**src/sv/vsc_pkg.sv**
```systemverilog
package vsc_pkg;

   // silhouette store geometry
   localparam int MASK_SIDE   = 256;
   localparam int STORE_AW    = 16;
   localparam int STORE_DEPTH = MASK_SIDE * MASK_SIDE;

   // projection arithmetic
   localparam int COEF_W  = 32;
   localparam int GRID_W  = 10;
   localparam int PROD_W  = COEF_W + GRID_W + 1;
   localparam int SUM_W   = PROD_W + 1;
   localparam int NUM_W   = SUM_W + 2;
   localparam int DEN_W   = SUM_W + 1;
   localparam int QUO_W   = 9;
   localparam int REM_W   = DEN_W + QUO_W;
   localparam int DIV_STEPS = QUO_W;

   localparam int COEF_REGS = 6;
   localparam int CSR_IDX_W = 3;
   localparam int CSR_DATA_W = 64;
   localparam int DIM_W = 9;
   localparam logic [DIM_W-1:0] DIM_RESET = DIM_W'(MASK_SIDE);

   typedef enum logic [CSR_IDX_W-1:0] {
      CSR_COEF_R0A  = 3'd0,
      CSR_COEF_R0B  = 3'd1,
      CSR_COEF_R1A  = 3'd2,
      CSR_COEF_R1B  = 3'd3,
      CSR_COEF_R2A  = 3'd4,
      CSR_COEF_R2B  = 3'd5,
      CSR_MASK_COLS = 3'd6,
      CSR_MASK_ROWS = 3'd7
   } vsc_csr_type;

   typedef struct packed {
      logic              req_type;
      logic [15:0]       mask_addr;
      logic              mask_bit;
      logic [GRID_W-1:0] voxel_x;
      logic [GRID_W-1:0] voxel_y;
      logic [GRID_W-1:0] voxel_z;
      logic [7:0]        voxel_in;
   } vsc_req_type;

   typedef struct packed {
      logic [7:0] voxel_out;
      logic       out_of_view;
      logic       depth_zero;
   } vsc_rsp_type;

   // per-transaction bookkeeping carried down the pipeline
   typedef struct packed {
      logic                carve;
      logic                dz;
      logic                oov;
      logic [STORE_AW-1:0] addr;
      logic                mask_bit;
      logic [7:0]          voxel;
   } vsc_tag_type;

endpackage

```
**src/sv/vsc_qdiv.sv**
```systemverilog
module vsc_qdiv import vsc_pkg::*; (
   input  logic                 clock,
   input  logic [DIV_STEPS:0]   load,
   input  logic                 num_neg,
   input  logic [NUM_W-1:0]     num,
   input  logic [DEN_W-1:0]     den,
   output logic [QUO_W-1:0]     quo,
   output logic                 over
);

   // stage 0 checks the quotient range, stages 1..QUO_W retire one bit each
   logic [REM_W-1:0] rem_ff  [DIV_STEPS:0];
   logic [DEN_W-1:0] den_ff  [DIV_STEPS:0];
   logic [QUO_W-1:0] quo_ff  [DIV_STEPS:0];
   logic             over_ff [DIV_STEPS:0];

   always_ff @(posedge clock) begin
      if (load[0]) begin
         rem_ff[0]  <= REM_W'(num);
         den_ff[0]  <= den;
         quo_ff[0]  <= '0;
         over_ff[0] <= num_neg || (REM_W'(num) >= {den, QUO_W'(0)});
      end
   end

   for (genvar k = 1; k <= DIV_STEPS; k++) begin : g_step
      logic [REM_W-1:0] shifted;
      logic             ge;
      assign shifted = REM_W'(den_ff[k-1]) << (QUO_W - k);
      assign ge      = rem_ff[k-1] >= shifted;

      always_ff @(posedge clock) begin
         if (load[k]) begin
            rem_ff[k]  <= ge ? rem_ff[k-1] - shifted : rem_ff[k-1];
            den_ff[k]  <= den_ff[k-1];
            quo_ff[k]  <= quo_ff[k-1] | (QUO_W'(ge) << (QUO_W - k));
            over_ff[k] <= over_ff[k-1];
         end
      end
   end

   assign quo  = quo_ff[DIV_STEPS];
   assign over = over_ff[DIV_STEPS];

endmodule

```
**config.mk**
```make
export PLATFORM = sky130hd
export DESIGN_NAME = vsc_qdiv
export DESIGN_NICKNAME = d
export VERILOG_FILES = /design/src/sv/vsc_pkg.sv /design/src/sv/vsc_qdiv.sv
export SDC_FILE = /design/constraint.sdc
export NUM_CORES = 2
export LEC_CHECK = 0
export ABC_AREA = 0
export BUFFER_PORTS_ARGS = -buffer_cell sky130_fd_sc_hd__buf_2
export CORE_MARGIN = 2
export CORE_UTILIZATION = 50
export DETAILED_ROUTE_END_ITERATION = 7
export HOLD_SLACK_MARGIN = 0.05
export PLACE_DENSITY = 0.73
export REMOVE_ABC_BUFFERS = 1
export SYNTH_ARGS = -nofsm -noshare
export SYNTH_HDL_FRONTEND = slang
export SYNTH_SLANG_ARGS = --single-unit
```
**constraint.sdc**
```tcl
create_clock -name clock -period 4.3 [get_ports clock]
set_clock_uncertainty 0.2 [all_clocks]
set_input_delay 0.645 -clock clock [delete_from_list [all_inputs] [get_ports clock]]
set_output_delay 0.645 -clock clock [all_outputs]
set_load 0.005 [all_outputs]
```
== Word-level counts from Yosys, hierarchy flattened ==
Memories as Yosys holds them, arrays and structs flattened.
Index checks and enable logic that the tools add are counted.
Storage, ports and cells
  bits in registers: 0
  RAM bits: 1090
  input port bits: 103
  output and inout bits: 10
  logic and storage cells: 62
  memories kept: 4
Cells by class
  add/subtract/negate cells: 9
  $lt $le $gt $ge: 10
  multiplexer cells: 29
  bitwise logic cells: 9
  reductions and logical operators: 1
Memories
  rem_ff: words 10, width 54, rd ports 9, clocked after Yosys merged registers in 0, wr ports 10, RTL line vsc_qdiv.sv:12  | logic [REM_W-1:0] rem_ff [DIV_STEPS:0];
  den_ff: words 10, width 45, rd ports 9, clocked after Yosys merged registers in 0, wr ports 10, RTL line vsc_qdiv.sv:13  | logic [DEN_W-1:0] den_ff [DIV_STEPS:0];
  quo_ff: words 10, width 9, rd ports 10, clocked after Yosys merged registers in 0, wr ports 10, RTL line vsc_qdiv.sv:14  | logic [QUO_W-1:0] quo_ff [DIV_STEPS:0];
  over_ff: words 10, width 1, rd ports 10, clocked after Yosys merged registers in 0, wr ports 10, RTL line vsc_qdiv.sv:15  | logic over_ff [DIV_STEPS:0];
Operator list (number)
  two-way mux 54 bit: 9
  greater-or-equal comparator 46 x 54 -> 1 bit: 1
  greater-or-equal comparator 54 x 45 -> 1 bit: 1
  greater-or-equal comparator 54 x 46 -> 1 bit: 1
  greater-or-equal comparator 54 x 47 -> 1 bit: 1
  greater-or-equal comparator 54 x 48 -> 1 bit: 1
  greater-or-equal comparator 54 x 49 -> 1 bit: 1
  greater-or-equal comparator 54 x 50 -> 1 bit: 1
  greater-or-equal comparator 54 x 51 -> 1 bit: 1
  greater-or-equal comparator 54 x 52 -> 1 bit: 1
  greater-or-equal comparator 54 x 53 -> 1 bit: 1
  subtractor 54 x 45 -> 54 bit: 1
  subtractor 54 x 46 -> 54 bit: 1
  subtractor 54 x 47 -> 54 bit: 1
  subtractor 54 x 48 -> 54 bit: 1
  subtractor 54 x 49 -> 54 bit: 1
  subtractor 54 x 50 -> 54 bit: 1
  subtractor 54 x 51 -> 54 bit: 1
  subtractor 54 x 52 -> 54 bit: 1
  subtractor 54 x 53 -> 54 bit: 1
  two-way mux 1 bit: 20
  bitwise OR 9 x 1 -> 9 bit: 1
  bitwise OR 9 x 2 -> 9 bit: 1
  bitwise OR 9 x 3 -> 9 bit: 1
  7 further kinds: 7

== Longest topological paths before layout ==
An unclocked memory read counts as a cell.
  depth in word-level cells: 3
  depth in mapped cells: 16
  gate-level depth less buffers: 15

== Worst setup path before layout ==
Ideal clock, no wire load.
  kind: register to register
  start: memory rem_ff[0][8] (netlist name)
  end: memory rem_ff[1][9] (netlist name) (data pin)
  library setup time: 0.260 ns
  data arrival time: 3.395 ns
  required time: 3.840 ns
  slack: 0.445 ns
  cell stages (with the launch flop): 15
  buffers on the path: 1
  clock period less this slack: 3.855 ns
  path through: edfxtp_1 -> inv_1 -> ha_1 -> inv_1 -> fa_1 -> a211oi_1 -> o21ai_0 -> a2111oi_0 -> nor3_1 -> o21ai_0 -> a21o_1 -> nor3_1 -> o21ai_1 -> clkbuf_1 -> mux2_2
RTL lines (RTL line)
  start: declaration: vsc_qdiv.sv:12

==> results.toml <==
[run_status]
outcome = "finished clean"

[critical_path]
setup.worst_path.end_class = "flop"
cpMostUsedCell = "buf_4"
arrival_ps = 4420
cp_slowest_cell = "o41ai_1"
start_kind = "flop"
path_cells = "ha_1 -> nor2b_1 -> o211ai_1 -> a31o_2 -> a2111oi_2 -> buf_4 -> o41ai_1 -> o21ai_1 -> a21oi_1 -> buf_4 -> a21oi_4 -> buf_12 -> buf_4 -> nor2_1 -> a21oi_1"
cpPeakStageDelay_ps = 810
required_ps = 4530
cp_top_family = "compound AO/OA/AOI/OAI gates"
worstSetupPathType = "flop to flop"
critPathMaxFanout = 49
crit_buf_inv = 4

[sta]
finalCritPeriodShare_pct = 97.5
drv_slew = 0
slew_headroom_pct = 39.2
finalSetupViolCount = 0
post-route-min-period_ps = 4190
tightest_slew_ps = 902
grt_setup_unrepaired = "no"
hold_viol = 0
fmax_mhz = 238
setup_ws_ps = 107

[synth]
postSynthCellCount = 5441
ys_ff_latch = 938
netlist_area_um2 = 56300
synth_top_area_share_pct = 50.0
yosys.area.top_type = "edfxtp_1"
synth_area_leaders = "edfxtp_1 50%, ha_1 9.7%, a21oi_1 5.0%, inv_1 3.7%, xnor2_1 3.2%"
yosys.cell_count.top_type = "edfxtp_1"
synth_cell_types = 85
synth_edf_count = 938
syn_avg_cell_area_um2 = 10.4
yosysWarnings = 0
synth_ff_type = "edfxtp_1"
synthTopCellsByCount = "938 x edfxtp_1, 560 x a21oi_1, 557 x inv_1"
synthArstFlopShare_pct = 0
synth-seq-area-share_pct = 50.0

[clocking]
cts_root_buf = "clkbuf_16"
cts_tree = "done"
cts_made_buffers = 101
cts.path.max_buffers = 3
clock_latency_ps = 680
numClockSinks = 938
clkTransAtPathRegs_ps = 60
htree_levels = 3

[place]
dp_hpwl_um = 106000
gp_congestion = 0.930
dpl.cell_count = 7046
io_buffers = 112
dp_slack_ps = -83.8
place_area_um2 = 59700

[power_and_ir_drop]
peakVddDrop_v = 0.000329
pwr-share-comb_pct = 40.1
seq_power_share_pct = 37.2
p_int_w = 0.0237
switchingPower_w = 0.0131
p_leak_nw = 26.5
pwr-share-clk_pct = 22.6
powerDensity_nw_per_um2 = 576
netSwitchingFraction_pct = 35.6

[die]
start_util_pct = 50.2
die_w_um = 340
io-pin-count = 113
core-area_um2 = 112000
die_y_um = 340
dieArea_um2 = 115000
rows = 123

[route]
post_drt_via_cell_ratio = 5.53
drc = 0
drt-total-wl_um = 135000
drt_first_pass_iters = 6
drt_iter0_drc = 2317
wl_per_cell_um = 18.5
final_antenna_net_count = 0
vias = 40500

[layout]
regArea_um2 = 28200
multi_input_area_um2 = 25500
drive_gt1_share_pct = 9.40
nFillCells = 9654
finalInstanceArea_um2 = 63900
syn2layout_area_growth_pct = 13.4
nets = 6286
fin_cells = 7322

[run]
drv_cap = 0

[global_route]
grt_pass1_vias = 40700
grt_max_degree = 103
antenna_found_initial = 0
gr-total-overflow = 0
grt_usage_pct = 23.3
grt_first_pass_wirelength_um = 215000

[worst_hold_path]
holdCritPathClass = "primary input to flop"
[repair_timing]
action                                  CTS  global route
hold buffers                             91             0
buffers inserted                          0             0
pin swaps                                 0             0
endpoints found under the setup margin    2            91
resized for setup                         2            16
endpoints found under the hold margin    91             0
[metal layers]
layer | vias to the layer above | share of wire, % | global-route usage [%]
li1 | 20500 | - | -
met4 | 0 | 5.8 | 12.3
met2 | 951 | 48 | 40.2
met1 | 18800 | 43 | 28.8
met3 | 280 | 3.5 | 2.65
met5 | - | 0 | 0
[state kept, by name, summed over array words and instances (netlist names)]
register  flops
rem_ff      478
den_ff      405
quo_ff       45
over_ff      10
[final cells by class]
class                      count  area share, %
inverter                     559           3.29
antenna                        1        0.00392
sequential                   938           44.1
clock buffer                 121           4.14
tap                         1500           2.94
multi-input combinational   3763           39.9
clock inverter                63          0.862
timing repair buffer         377           4.75
[cell usage in the layout (no fill, tap or decap), types with 13 or more instances in the layout]
| master | instances |
|---|---|
| edfxtp_1 | 938 |
| a21oi_1 | 559 |
| inv_1 | 556 |
| ha_1 | 430 |
| nand2_1 | 429 |
| nor2_1 | 387 |
| o21ai_0 | 346 |
| a21o_1 | 209 |
| xnor2_1 | 207 |
| buf_4 | 163 |
| xor2_1 | 147 |
| nand4_1 | 127 |
| clkbuf_16 | 103 |
| buf_2 | 103 |
| dlygate4sd3_1 | 91 |
| o21bai_1 | 73 |
| nor3_1 | 70 |
| nand3_1 | 65 |
| mux2_2 | 59 |
| a31oi_1 | 58 |
| a211oi_1 | 45 |
| nor2b_1 | 41 |
| and3_1 | 39 |
| nand2b_1 | 39 |
| o21a_1 | 33 |
| o31ai_1 | 31 |
| nor4_1 | 28 |
| o211ai_1 | 25 |
| or3_1 | 24 |
| and2_1 | 21 |
| clkinv_1 | 20 |
| clkbuf_1 | 18 |
| buf_12 | 18 |
| clkinv_2 | 16 |
| or2_2 | 14 |
| o2111ai_1 | 14 |
| a221oi_1 | 14 |
| a2111oi_0 | 13 |
| a211o_1 | 13 |
[per-stage QoR]
stage	total power [W]	hold slack, ps	setup TNS (ps)	util, %
after global placement	0.0283	203	-81.0	53.2
after floorplan	0.0240	200	-486890	-
after detailed placement	0.0284	205	-83.8	53.2
after CTS	0.0369	123	0	56.9
final	0.0368	168	0	56.9
after global routing	0.0392	150	0	56.9
[worst register-to-register path: stages, from the launching register on]
cell       delay (ps)
edfxtp_1          430
ha_1              310
nor2b_1           150
o211ai_1          270
a31o_2            250
a2111oi_2          70
buf_4             160
o41ai_1           810
o21ai_1           270
a21oi_1           190
buf_4             170
a21oi_4            60
buf_12            180
buf_4             270
nor2_1             90
a21oi_1            60
[power by group through the flow]
stage	clock, W	combinational (W)	sequential [W]
2_1_floorplan	0	0.0107	0.0133
3_3_place_gp	0	0.0144	0.0138
3_5_place_dp	0	0.0145	0.0139
4_1_cts	0.00857	0.0147	0.0137
5_1_grt	0.00890	0.0165	0.0139
6_report	0.00834	0.0148	0.0137
[logic make-up after synthesis]
family	count (synthesis)	synth area share, %
multiplexers	75	1.48
adder cells (fa/ha/maj)	443	9.95
XOR/XNOR	354	5.50
AND/OR/NAND/NOR	1343	11.2
buffers and inverters	740	5.01
AO/OA/AOI/OAI	1548	16.9
flip-flops	938	50.0
[worst paths after layout]
path,from,to,slack [ps],depth (start not counted)
worst min register to register,quo_ff[5][8]$_DFFE_PP_,quo_ff[6][8]$_DFFE_PP_,210,0
worst min-delay path,load[9],quo_ff[9][7]$_DFFE_PP_,170,1
worst max-delay path,rem_ff[3][6]$_DFFE_PP_,rem_ff[4][6]$_DFFE_PP_,110,15
worst max register to register,rem_ff[3][6]$_DFFE_PP_,rem_ff[4][6]$_DFFE_PP_,110,15
Note: power is estimated with default switching activity, not from simulation.
